===== src/hdl/assert_macros.svh =====
// assertion macros shared by the line formatter modules
// depends on a clock named i_clk and an active-low reset named i_rst_n in the using module
`ifndef ASSERT_MACROS_SVH
`define ASSERT_MACROS_SVH

// property must hold at every clock edge outside reset
`define ASSERT_HOLDS(label, prop, msg) \
    label: assert property (@(posedge i_clk) disable iff (!i_rst_n) (prop)) \
        else $error(msg);

// expression must never be true outside reset
`define ASSERT_NEVER(label, expr, msg) \
    label: assert property (@(posedge i_clk) disable iff (!i_rst_n) !(expr)) \
        else $error(msg);

`endif


===== src/hdl/tslf_pkg.sv =====
// types, constants and helper functions of the text stream line formatter
// no dependencies; used by every module of the block
`default_nettype none

package tslf_pkg;

    // line number layout
    localparam int NUMBER_DIGITS = 6;
    localparam int DIGIT_W       = NUMBER_DIGITS * 4;
    localparam int DIG_CNT_W     = (NUMBER_DIGITS > 1) ? $clog2(NUMBER_DIGITS) : 1;

    // bytes per request at most
    localparam int MAX_RESULTS = 12;
    localparam int EMIT_CNT_W  = $clog2(MAX_RESULTS);

    // job queue between front and back
    localparam int QUEUE_DEPTH = 2;
    localparam int QUEUE_AW    = (QUEUE_DEPTH > 1) ? $clog2(QUEUE_DEPTH) : 1;
    localparam int QUEUE_CW    = $clog2(QUEUE_DEPTH + 1);

    // character codes
    localparam logic [7:0] CH_TAB    = 8'h09;
    localparam logic [7:0] CH_NL     = 8'h0A;
    localparam logic [7:0] CH_SPACE  = 8'h20;
    localparam logic [7:0] CH_DOLLAR = 8'h24;
    localparam logic [7:0] CH_DASH   = 8'h2D;
    localparam logic [7:0] CH_ZERO   = 8'h30;
    localparam logic [7:0] CH_QMARK  = 8'h3F;
    localparam logic [7:0] CH_AT     = 8'h40;
    localparam logic [7:0] CH_I      = 8'h49;
    localparam logic [7:0] CH_M      = 8'h4D;
    localparam logic [7:0] CH_CARET  = 8'h5E;
    localparam logic [7:0] CH_CTRL_LAST = 8'd31;
    localparam logic [7:0] CH_DEL       = 8'd127;
    localparam logic [7:0] CH_NP_LAST   = 8'd159;
    localparam logic [7:0] CH_HIGH_BIT  = 8'h80;

    // configuration register indexes
    typedef enum logic [2:0] {
        CFG_NUMBER_ALL       = 3'd0,
        CFG_NUMBER_NONBLANK  = 3'd1,
        CFG_SHOW_ENDS        = 3'd2,
        CFG_SHOW_NONPRINTING = 3'd3,
        CFG_SQUEEZE_BLANK    = 3'd4,
        CFG_SHOW_TABS        = 3'd5
    } t_cfg_idx;

    typedef struct packed {
        logic number_all;
        logic number_nonblank;
        logic show_ends;
        logic show_nonprinting;
        logic squeeze_blank;
        logic show_tabs;
    } t_cfg;

    // one classified request as the back end carries it out
    typedef struct packed {
        logic               has_num;
        logic [DIGIT_W-1:0] digits;
        logic               dollar;
        logic               esc_m;
        logic               caret;
        logic [7:0]         ch;
    } t_job;

    // queue status seen by the front and back ends
    typedef struct packed {
        logic full;
        logic empty;
    } t_q_stat;

    // output sequence of one request
    typedef enum logic [2:0] {
        PH_NUM,
        PH_TAB,
        PH_DOLLAR,
        PH_M,
        PH_DASH,
        PH_CARET,
        PH_CHAR
    } t_phase;

    // saturating bcd increment, holds at all nines
    function automatic logic [DIGIT_W-1:0] bcd_inc(input logic [DIGIT_W-1:0] v);
        logic [DIGIT_W-1:0] r;
        logic               carry;
        logic               all_nine;
        r        = v;
        carry    = 1'b1;
        all_nine = 1'b1;
        for (int i = 0; i < NUMBER_DIGITS; i++) begin
            if (v[i*4 +: 4] != 4'd9) begin
                all_nine = 1'b0;
            end
            if (carry) begin
                if (v[i*4 +: 4] == 4'd9) begin
                    r[i*4 +: 4] = 4'd0;
                end else begin
                    r[i*4 +: 4] = v[i*4 +: 4] + 4'd1;
                    carry       = 1'b0;
                end
            end
        end
        return all_nine ? v : r;
    endfunction

    // phase that follows the number and its tab
    function automatic t_phase phase_after_tab(input t_job j);
        t_phase p;
        if (j.dollar) begin
            p = PH_DOLLAR;
        end else if (j.esc_m) begin
            p = PH_M;
        end else if (j.caret) begin
            p = PH_CARET;
        end else begin
            p = PH_CHAR;
        end
        return p;
    endfunction

    // phase that follows the dollar sign
    function automatic t_phase phase_after_dollar(input t_job j);
        t_phase p;
        if (j.esc_m) begin
            p = PH_M;
        end else if (j.caret) begin
            p = PH_CARET;
        end else begin
            p = PH_CHAR;
        end
        return p;
    endfunction

    // first phase of a fresh request
    function automatic t_phase phase_first(input t_job j);
        return j.has_num ? PH_NUM : phase_after_tab(j);
    endfunction

endpackage

`default_nettype wire


===== src/hdl/text_stream_line_formatter.sv =====
// Path: an accepted input byte goes through the job queue and the back end's job register into the output register.
// Throughput: the back end sends one byte per cycle unless the output stalls; an input byte
// that expands to more bytes holds the back end until its last one is sent, and the 2-entry
// job queue takes input meanwhile. Plain text runs at one input byte per cycle unless stalled.
// Reset (synchronous, active low): options cleared, line state at file start, queue and
// output register empty.
`default_nettype none

module text_stream_line_formatter
    import tslf_pkg::*;
(
    input  wire logic       i_clk,
    input  wire logic       i_rst_n,
    input  wire logic       i_cfg_valid,
    output logic            o_cfg_ready,
    input  wire logic [2:0] i_cfg_index,
    input  wire logic       i_cfg_data,
    input  wire logic       i_valid,
    output logic            o_stall,
    input  wire logic [7:0] i_in_byte,
    input  wire logic       i_new_file,
    output logic            o_valid,
    input  wire logic       i_stall,
    output logic [7:0]      o_out_byte,
    output logic            o_last_of_run
);

    logic    push;
    logic    pop;
    t_job    front_job;
    t_job    head_job;
    t_q_stat q_stat;

    assign o_cfg_ready = 1'b1;
    assign o_stall     = q_stat.full;

    // classification and line state
    tslf_front u_front (
        .i_clk       (i_clk),
        .i_rst_n     (i_rst_n),
        .i_cfg_valid (i_cfg_valid),
        .i_cfg_index (i_cfg_index),
        .i_cfg_data  (i_cfg_data),
        .i_valid     (i_valid),
        .i_in_byte   (i_in_byte),
        .i_new_file  (i_new_file),
        .i_q_stat    (q_stat),
        .o_push      (push),
        .o_job       (front_job)
    );

    // job queue
    tslf_fifo u_fifo (
        .i_clk   (i_clk),
        .i_rst_n (i_rst_n),
        .i_push  (push),
        .i_job   (front_job),
        .i_pop   (pop),
        .o_job   (head_job),
        .o_stat  (q_stat)
    );

    // byte expansion and output register
    tslf_back u_back (
        .i_clk         (i_clk),
        .i_rst_n       (i_rst_n),
        .i_job         (head_job),
        .i_q_stat      (q_stat),
        .o_pop         (pop),
        .o_valid       (o_valid),
        .i_stall       (i_stall),
        .o_out_byte    (o_out_byte),
        .o_last_of_run (o_last_of_run)
    );

endmodule

`default_nettype wire


===== src/hdl/tslf_front.sv =====
// front end: configuration registers, line state and classification of each input byte
// depends on tslf_pkg
`default_nettype none

module tslf_front
    import tslf_pkg::*;
(
    input  wire logic       i_clk,
    input  wire logic       i_rst_n,
    input  wire logic       i_cfg_valid,
    input  wire logic [2:0] i_cfg_index,
    input  wire logic       i_cfg_data,
    input  wire logic       i_valid,
    input  wire logic [7:0] i_in_byte,
    input  wire logic       i_new_file,
    input  wire t_q_stat    i_q_stat,
    output logic            o_push,
    output t_job            o_job
);

    t_cfg               r_cfg, n_cfg;
    logic [7:0]         r_prior, n_prior;
    logic [7:0]         r_bbp, n_bbp;
    logic               r_line_start, n_line_start;
    logic [DIGIT_W-1:0] r_all_cnt, n_all_cnt;
    logic [DIGIT_W-1:0] r_nb_cnt, n_nb_cnt;

    logic               acc;
    logic               nl;
    logic               squeeze;
    logic               use_all;
    logic               use_nb;
    logic               nonprint;
    logic [7:0]         low;
    logic [7:0]         e_prior;
    logic [7:0]         e_bbp;
    logic               e_line_start;
    logic [DIGIT_W-1:0] e_all_cnt;
    logic [DIGIT_W-1:0] e_nb_cnt;
    t_cfg_idx           cfg_idx;

    assign acc     = i_valid && !i_q_stat.full;
    assign nl      = (i_in_byte == CH_NL);
    assign cfg_idx = t_cfg_idx'(i_cfg_index);

    // line state seen by this byte, after an optional new-file reset
    always_comb begin
        e_prior      = i_new_file ? CH_NL : r_prior;
        e_bbp        = i_new_file ? CH_SPACE : r_bbp;
        e_line_start = i_new_file ? 1'b1 : r_line_start;
        e_all_cnt    = i_new_file ? DIGIT_W'(1) : r_all_cnt;
        e_nb_cnt     = i_new_file ? DIGIT_W'(1) : r_nb_cnt;
    end

    // classification
    always_comb begin
        squeeze  = r_cfg.squeeze_blank && nl && (e_prior == CH_NL) && (e_bbp == CH_NL);
        use_all  = r_cfg.number_all && !r_cfg.number_nonblank && e_line_start;
        use_nb   = r_cfg.number_nonblank && (e_prior == CH_NL) && !nl;
        nonprint = (i_in_byte <= CH_CTRL_LAST && i_in_byte != CH_TAB && !nl)
                   || (i_in_byte >= CH_DEL && i_in_byte <= CH_NP_LAST);
        low      = i_in_byte & ~CH_HIGH_BIT;

        o_job.has_num = use_all || use_nb;
        o_job.digits  = use_all ? e_all_cnt : e_nb_cnt;
        o_job.dollar  = r_cfg.show_ends && nl;
        o_job.esc_m   = 1'b0;
        o_job.caret   = 1'b0;
        o_job.ch      = i_in_byte;
        if (r_cfg.show_tabs && i_in_byte == CH_TAB) begin
            o_job.caret = 1'b1;
            o_job.ch    = CH_I;
        end else if (r_cfg.show_nonprinting && nonprint) begin
            o_job.esc_m = i_in_byte[7];
            o_job.caret = 1'b1;
            o_job.ch    = (low == CH_DEL) ? CH_QMARK : (low + CH_AT);
        end
        o_push = acc && !squeeze;
    end

    // next state of line tracking and configuration
    always_comb begin
        n_cfg        = r_cfg;
        n_prior      = r_prior;
        n_bbp        = r_bbp;
        n_line_start = r_line_start;
        n_all_cnt    = r_all_cnt;
        n_nb_cnt     = r_nb_cnt;
        if (i_cfg_valid) begin
            unique case (cfg_idx)
                CFG_NUMBER_ALL:       n_cfg.number_all       = i_cfg_data;
                CFG_NUMBER_NONBLANK:  n_cfg.number_nonblank  = i_cfg_data;
                CFG_SHOW_ENDS:        n_cfg.show_ends        = i_cfg_data;
                CFG_SHOW_NONPRINTING: n_cfg.show_nonprinting = i_cfg_data;
                CFG_SQUEEZE_BLANK:    n_cfg.squeeze_blank    = i_cfg_data;
                CFG_SHOW_TABS:        n_cfg.show_tabs        = i_cfg_data;
                default: ;
            endcase
        end
        if (acc) begin
            n_prior      = e_prior;
            n_bbp        = e_bbp;
            n_line_start = e_line_start;
            n_all_cnt    = e_all_cnt;
            n_nb_cnt     = e_nb_cnt;
            if (!squeeze) begin
                n_bbp   = e_prior;
                n_prior = i_in_byte;
                if (r_cfg.number_all && !r_cfg.number_nonblank) begin
                    n_line_start = nl;
                end
                if (use_all) begin
                    n_all_cnt = bcd_inc(e_all_cnt);
                end
                if (use_nb) begin
                    n_nb_cnt = bcd_inc(e_nb_cnt);
                end
            end
        end
    end

    // state registers
    always_ff @(posedge i_clk) begin
        if (!i_rst_n) begin
            r_cfg        <= '0;
            r_prior      <= CH_NL;
            r_bbp        <= CH_SPACE;
            r_line_start <= 1'b1;
            r_all_cnt    <= DIGIT_W'(1);
            r_nb_cnt     <= DIGIT_W'(1);
        end else begin
            r_cfg        <= n_cfg;
            r_prior      <= n_prior;
            r_bbp        <= n_bbp;
            r_line_start <= n_line_start;
            r_all_cnt    <= n_all_cnt;
            r_nb_cnt     <= n_nb_cnt;
        end
    end

endmodule

`default_nettype wire


===== src/hdl/tslf_fifo.sv =====
// short job queue between the front and back ends, held in flip-flops
// depends on tslf_pkg and assert_macros.svh
`default_nettype none
`include "assert_macros.svh"

module tslf_fifo
    import tslf_pkg::*;
(
    input  wire logic i_clk,
    input  wire logic i_rst_n,
    input  wire logic i_push,
    input  wire t_job i_job,
    input  wire logic i_pop,
    output t_job      o_job,
    output t_q_stat   o_stat
);

    t_job                r_mem [QUEUE_DEPTH];
    logic [QUEUE_AW-1:0] r_wr_ptr, n_wr_ptr;
    logic [QUEUE_AW-1:0] r_rd_ptr, n_rd_ptr;
    logic [QUEUE_CW-1:0] r_count, n_count;

    assign o_stat.full  = (r_count == QUEUE_CW'(QUEUE_DEPTH));
    assign o_stat.empty = (r_count == '0);
    assign o_job        = r_mem[r_rd_ptr];

    // pointer and fill level update
    always_comb begin
        n_wr_ptr = r_wr_ptr;
        n_rd_ptr = r_rd_ptr;
        n_count  = r_count;
        if (i_push) begin
            n_wr_ptr = (r_wr_ptr == QUEUE_AW'(QUEUE_DEPTH - 1)) ? '0 : r_wr_ptr + 1'b1;
        end
        if (i_pop) begin
            n_rd_ptr = (r_rd_ptr == QUEUE_AW'(QUEUE_DEPTH - 1)) ? '0 : r_rd_ptr + 1'b1;
        end
        if (i_push && !i_pop) begin
            n_count = r_count + 1'b1;
        end else if (i_pop && !i_push) begin
            n_count = r_count - 1'b1;
        end
    end

    always_ff @(posedge i_clk) begin
        if (!i_rst_n) begin
            r_wr_ptr <= '0;
            r_rd_ptr <= '0;
            r_count  <= '0;
        end else begin
            r_wr_ptr <= n_wr_ptr;
            r_rd_ptr <= n_rd_ptr;
            r_count  <= n_count;
        end
    end

    // job storage
    always_ff @(posedge i_clk) begin
        if (i_push) begin
            r_mem[r_wr_ptr] <= i_job;
        end
    end

    `ASSERT_NEVER(a_q_overflow, i_push && o_stat.full && !i_pop, "job queue overflow")
    `ASSERT_NEVER(a_q_underflow, i_pop && o_stat.empty, "pop from empty job queue")
    `ASSERT_HOLDS(a_q_count, r_count <= QUEUE_CW'(QUEUE_DEPTH), "job queue count out of range")

endmodule

`default_nettype wire


===== src/hdl/tslf_back.sv =====
// back end: expands one queued job into output bytes, one per cycle while not stalled, into an output register
// depends on tslf_pkg and assert_macros.svh
`default_nettype none
`include "assert_macros.svh"

module tslf_back
    import tslf_pkg::*;
(
    input  wire logic i_clk,
    input  wire logic i_rst_n,
    input  wire t_job i_job,
    input  wire t_q_stat i_q_stat,
    output logic      o_pop,
    output logic      o_valid,
    input  wire logic i_stall,
    output logic [7:0] o_out_byte,
    output logic       o_last_of_run
);

    logic                  r_cur_valid, n_cur_valid;
    t_job                  r_job, n_job;
    t_phase                r_phase, n_phase;
    logic [DIG_CNT_W-1:0]  r_dig_cnt, n_dig_cnt;
    logic                  r_seen, n_seen;
    logic [EMIT_CNT_W-1:0] r_emit_cnt, n_emit_cnt;
    logic                  r_out_valid, n_out_valid;
    logic [7:0]            r_out_byte, n_out_byte;
    logic                  r_out_last, n_out_last;

    logic       emit;
    logic       last;
    logic [3:0] digit;
    logic       blank;
    logic [7:0] cur_byte;

    assign o_valid       = r_out_valid;
    assign o_out_byte    = r_out_byte;
    assign o_last_of_run = r_out_last;

    // byte of the current phase
    always_comb begin
        digit = r_job.digits[DIGIT_W-1 -: 4];
        blank = (digit == 4'd0) && !r_seen && (r_dig_cnt != '0);
        unique case (r_phase)
            PH_NUM:    cur_byte = blank ? CH_SPACE : (CH_ZERO + {4'd0, digit});
            PH_TAB:    cur_byte = CH_TAB;
            PH_DOLLAR: cur_byte = CH_DOLLAR;
            PH_M:      cur_byte = CH_M;
            PH_DASH:   cur_byte = CH_DASH;
            PH_CARET:  cur_byte = CH_CARET;
            PH_CHAR:   cur_byte = r_job.ch;
            default:   cur_byte = r_job.ch;
        endcase
        emit = r_cur_valid && (!r_out_valid || !i_stall);
        last = (r_phase == PH_CHAR) || (r_emit_cnt == EMIT_CNT_W'(MAX_RESULTS - 1));
        o_pop = (!r_cur_valid || (emit && last)) && !i_q_stat.empty;
    end

    // sequencer next state
    always_comb begin
        n_cur_valid = r_cur_valid;
        n_job       = r_job;
        n_phase     = r_phase;
        n_dig_cnt   = r_dig_cnt;
        n_seen      = r_seen;
        n_emit_cnt  = r_emit_cnt;
        if (emit) begin
            n_emit_cnt = r_emit_cnt + 1'b1;
            unique case (r_phase)
                PH_NUM: begin
                    n_seen       = r_seen || (digit != 4'd0);
                    n_job.digits = r_job.digits << 4;
                    n_dig_cnt    = r_dig_cnt - 1'b1;
                    if (r_dig_cnt == '0) begin
                        n_phase = PH_TAB;
                    end
                end
                PH_TAB:    n_phase = phase_after_tab(r_job);
                PH_DOLLAR: n_phase = phase_after_dollar(r_job);
                PH_M:      n_phase = PH_DASH;
                PH_DASH:   n_phase = PH_CARET;
                PH_CARET:  n_phase = PH_CHAR;
                PH_CHAR:   n_phase = PH_CHAR;
                default:   n_phase = PH_CHAR;
            endcase
            if (last) begin
                n_cur_valid = 1'b0;
            end
        end
        if (o_pop) begin
            n_cur_valid = 1'b1;
            n_job       = i_job;
            n_phase     = phase_first(i_job);
            n_dig_cnt   = DIG_CNT_W'(NUMBER_DIGITS - 1);
            n_seen      = 1'b0;
            n_emit_cnt  = '0;
        end
    end

    // output register
    always_comb begin
        n_out_valid = r_out_valid;
        n_out_byte  = r_out_byte;
        n_out_last  = r_out_last;
        if (emit) begin
            n_out_valid = 1'b1;
            n_out_byte  = cur_byte;
            n_out_last  = last;
        end else if (!i_stall) begin
            n_out_valid = 1'b0;
        end
    end

    always_ff @(posedge i_clk) begin
        if (!i_rst_n) begin
            r_cur_valid <= 1'b0;
            r_phase     <= PH_CHAR;
            r_out_valid <= 1'b0;
        end else begin
            r_cur_valid <= n_cur_valid;
            r_phase     <= n_phase;
            r_out_valid <= n_out_valid;
        end
    end

    always_ff @(posedge i_clk) begin
        r_job      <= n_job;
        r_dig_cnt  <= n_dig_cnt;
        r_seen     <= n_seen;
        r_emit_cnt <= n_emit_cnt;
        r_out_byte <= n_out_byte;
        r_out_last <= n_out_last;
    end

    `ASSERT_NEVER(a_emit_cap, r_cur_valid && (r_emit_cnt >= EMIT_CNT_W'(MAX_RESULTS)),
        "run longer than the result cap")
    `ASSERT_HOLDS(a_last_frees, (emit && last && !o_pop) |=> !r_cur_valid,
        "job still active after its last byte")
    `ASSERT_HOLDS(a_char_last, (r_cur_valid && r_phase == PH_CHAR && emit) |=> r_out_last,
        "final character not marked last")

endmodule

`default_nettype wire

===== config.mk =====
export PLATFORM = sky130hd
export DESIGN_NAME = text_stream_line_formatter
export DESIGN_NICKNAME = d
export VERILOG_FILES = /design/src/hdl/tslf_pkg.sv /design/src/hdl/text_stream_line_formatter.sv /design/src/hdl/tslf_front.sv /design/src/hdl/tslf_fifo.sv /design/src/hdl/tslf_back.sv
export VERILOG_INCLUDE_DIRS = /design/src /design/src/hdl
export SDC_FILE = /design/constraint.sdc
export NUM_CORES = 1
export LEC_CHECK = 0
export ABC_AREA = 0
export BUFFER_PORTS_ARGS = -buffer_cell sky130_fd_sc_hd__buf_2
export CORE_ASPECT_RATIO = 1.2
export CORE_UTILIZATION = 27
export DETAILED_ROUTE_END_ITERATION = 10
export PLACE_DENSITY = 0.52
export SKIP_LAST_GASP = 1
export SLEW_MARGIN = 40
export SYNTH_ARGS = -nofsm -noshare
export SYNTH_HDL_FRONTEND = slang
export SYNTH_SLANG_ARGS = --single-unit

===== constraint.sdc =====
create_clock -name i_clk -period 4.7 [get_ports i_clk]
set_clock_uncertainty 0.05 [all_clocks]
set_input_delay 0.47 -clock i_clk [delete_from_list [all_inputs] [get_ports i_clk]]
set_output_delay 0.47 -clock i_clk [all_outputs]
set_load 0.005 [all_outputs]

==> metrics.md <==
| Metric | Value |
|---|---|
| Status | `completed` |
| Maximum clock rate | `around 360 MHz` |
| Mapped Nets | `998` |
| Portion of the post-synthesis area used by sequential elements | `between 50% and 60%` |
| Via count of the first global-routing pass | `between 7000 and 8000` |
| Area taken by flip-flops and latches | `~5300 sq um` |
| Number of vias in the routed layout | `between 7000 and 8000` |
| Wire length of the first global-routing pass | `~39 mm` |
| Detailed Routing Iterations Pass 1 | `5` |
| DRC | `0` |
| Post-Syn Area per Cell | `between 9 and 10 sq um` |
| Critical setup path kind | `register to register` |
| Least-Margin Pin Slew | `746 ps` |
| Cell-by-cell listing of the critical path | `nor4_2, nand4bb_4, or2_2, nand2_1, inv_1, ha_1, or3_1, a21oi_1` |
| Total area of multi-input combinational cells | `approximately 4000 sq um` |
| Reported leakage power | `3.68 nW` |
| DRT Wirelength | `~24 mm` |
| Sort of element at the start of the critical path | `register` |
| Number of buffers and inverters on the critical path | `1` |
| Post-detailed-placement half-perimeter wirelength | `16.2 mm` |
| Maximum fanout along the worst path | `6` |
| Hold_sp | `i_stall` |
| Final-report max-slew violation count | `0` |
| Num CTS Buffers | `22` |
| Antenna-violating nets left | `0` |
| Class of the most critical hold timing path | `input pin to register` |
| Initial antenna violation count | `0` |
| CTS Root Cell | `clkbuf_16` |
| Worst endpoint data arrival time | `between 3000 and 4000 ps` |
| Area enclosed by the die boundary | `between 30000 and 40000 sq um` |
| Number of nets in the layout | `995` |
| Number of flip-flops and latches in the synthesized netlist | `just over 200` |
| Setup crit end kind | `register` |
| Syn. warnings | `0` |
| Max VDD drop | `between 0.2 and 0.25 mV` |
| Number of post-CTS setup repair buffers | `0` |
| Max-cap viol count | `0` |
| Most area-consuming cells after synthesis | `edfxtp_1, dfxtp_1, nand2_1` |
| Clock transition at the register clock pins on the worst setup and hold paths after CTS | `60 ps` |
| Critical path origin | `u_front.r_prior[4]$_SDFFE_PN0P_` |
| Count of instances resized after the clock tree is built | `0` |
| Sequential power share | `about 45%` |
| Placer congestion estimate | `0.828` |
| DIE WIDTH | `between 150 and 200 um` |
| Area of the core | `about 35000 sq um` |
| Effective utilization at floorplan | `roughly 28%` |
| Most frequent cells after synthesis | `nand2_1, edfxtp_1, dfxtp_1` |
| Clock latency on the worst-skew pair | `between 500 and 600 ps` |
| CTS Hold Bufs | `0` |
| Summed instance area of the synthesized netlist | `slightly below 10000 sq um` |
| Layout cells sized above 1 | `about an eighth` |
| Setup_tns | `0 ps` |
| Unrepaired setup endpoints after global routing | `false` |
| Internal power component | `about 4 mW` |
| Maximum number of pins on one net before global-route repair | `between 50 and 60` |
| Clock power frac | `around 33%` |
| Worst path slowest cell | `nor4_2` |
| Std cell rows | `75` |
| Port Buffers | `28` |
| Category of cells accounting for the largest share of critical-path delay | `simple AND/OR/NAND/NOR gates` |
| Number of failing setup endpoints in the final timing report | `0` |
| Synth top area share | `a little over a third` |
| Vias per std cell | `4.99` |
| Net Sw Frac | `between 20 and 30%` |
| Power density over the cells | `a little over 500 nW/um^2` |
| Clock buffer depth | `3` |
| Delay contributed by the slowest stage of the critical path | `about 530 ps` |
| H-Tree Level Count | `1` |
| Floorplan die height | `209 um` |
| Main flop type after synthesis | `edfxtp_1` |
| Final critical delay including setup and external delays | `around 2800 ps` |
| Post-synthesis cell type count | `78` |
| Sinks on the clock net | `~200` |
| Number of diodes | `0` |
| Avg WL per Cell | `16.7 um` |
| Syn Inst Count | `around 1000` |
| Net switching power of the design | `1.71 mW` |
| Overall power | `roughly 5.7 mW` |
| Drt initial violations | `roughly 630` |
| Data required, critical path | `around 5000 ps` |
| Most frequently used cell type in the post-synthesis netlist | `nand2_1` |
| Final Hold Violating Endpoints | `0` |
| Reg2Reg Launch Point | `u_front.r_prior[4]$_SDFFE_PN0P_` |
| Number of flops mapped to enable cells by yosys | `approximately 120` |
| Period utilization | `about three fifths` |
| Total overflow reported by the global router | `0` |
| TritonCTS clock tree | `built` |
| Library cell with the largest summed area after synthesis | `edfxtp_1` |
| Fraction of registers with async set/reset | `0%` |
| Overall Global Routing Usage | `between 10% and 20%` |
| Synthesis-to-finish area growth | `14.2%` |
| Relative max-transition margin | `between 50% and 60%` |
| Filler cell count in the final layout | `3693` |
| Part of the power in combinational logic | `between 20% and 30%` |
| Number of ports placed on the die boundary | `30` |
-- power by group through the flow --
stage	combinational, mW	clock [mW]	sequential [mW]
after floorplan	0.926	0	2.53
after global placement	1.25	0	2.63
after detailed placement	1.29	0	2.63
after CTS	1.29	1.91	2.59
after global routing	1.43	1.98	2.63
final	1.26	1.87	2.59
-- layout by cell type (no fill, tap or decap), types with 10 or more instances in the layout --
cell / n
buf_2: 28
or3_1: 10
a31oi_1: 19
mux2_2: 12
inv_1: 25
buf_4: 12
nand3_1: 31
edfxtp_1: 116
nor3_1: 10
o21ai_0: 58
nand4_1: 25
dfxtp_1: 88
mux2i_1: 30
and3_1: 10
nand2_1: 151
a21oi_1: 87
nor2_1: 65
nor2b_1: 10
clkbuf_16: 23
-- area by class of cell --
class,count,share of cell area [%]
flip-flops and latches,205,47.7
multi-input cells,673,36.3
clock buffers,31,5.76
well taps,462,5.24
repair buffers,43,2.65
clock inverters,9,1.33
inverters,28,0.953
-- metal layers --
metal / wire length (um) / track usage, % / vias to the layer above / part of all wire [%]
li1: - / - / 3557 / -
met1: 10800 / 16.9 / 3485 / 44
met2: 11900 / 23.1 / 146 / 49
met3: 885 / 1.64 / 48 / 3.6
met4: 710 / 5.55 / 0 / 2.9
met5: 0 / 0 / - / 0
-- through the flow --
stage	instances	hold slack, ps	cell area (sq um)	utilization, %	worst slack, ps
6_report	1451	153	11000	31.4	1950
5_1_grt	1451	151	11000	31.4	1780
4_1_cts	1451	131	11000	31.4	1660
3_5_place_dp	1411	400	10200	29.2	1500
3_3_place_gp	1409	398	10200	29.0	1530
2_1_floorplan	976	382	9660	-	1430
-- worst min-delay path, delay by kind of cell --
kind / cells / cell delay [ps]
AND/OR/NAND/NOR: 1 / 70
AO/OA/AOI/OAI: 1 / 60
buffers and inverters: 1 / 90
-- state kept, by name, indices dropped and copies added, names as in the netlist, 2 cells and up, named ones only --
register           flops
u_front.r_all_cnt     24
u_front.r_bbp          8
u_back.r_job          31
u_back.digit           4
u_fifo.r_mem          72
u_fifo.r_count         2
u_back.r_dig_cnt       3
u_back.o_out_byte      8
u_front.r_nb_cnt      24
u_front.r_prior        8
u_back.r_emit_cnt      4
u_back.r_phase         3
u_front.r_cfg          6
-- path summary, 6_finish.rpt --
path	end	slack, ps	cells past startpoint
hold / removal	u_back.o_valid$_SDFFE_PN0P_	150	3
hold reg to reg	u_front.r_bbp[7]$_SDFFE_PN0P_	410	2
setup reg to reg	u_fifo.r_count[1]$_SDFFE_PN0P_	1950	8
setup / recovery	u_fifo.r_count[1]$_SDFFE_PN0P_	1950	8
-- cell families (layout without fill, tap and decap cells) --
logic type                 after synthesis  after routing  synth area share (%)
and+or+nand+nor                        380            380                  20.2
AOI/OAI and AO/OA                      230            230                  14.6
DFF                                    205            205                  54.5
buffers and inverters                   98            111                  4.27
muxes                                   42             42                  4.51
xor gates and xnor gates                16             16                  1.45
adders and majority gates                4              4                 0.518
other                                    1              1                0.0388
Power figures use the tool's default switching activity.
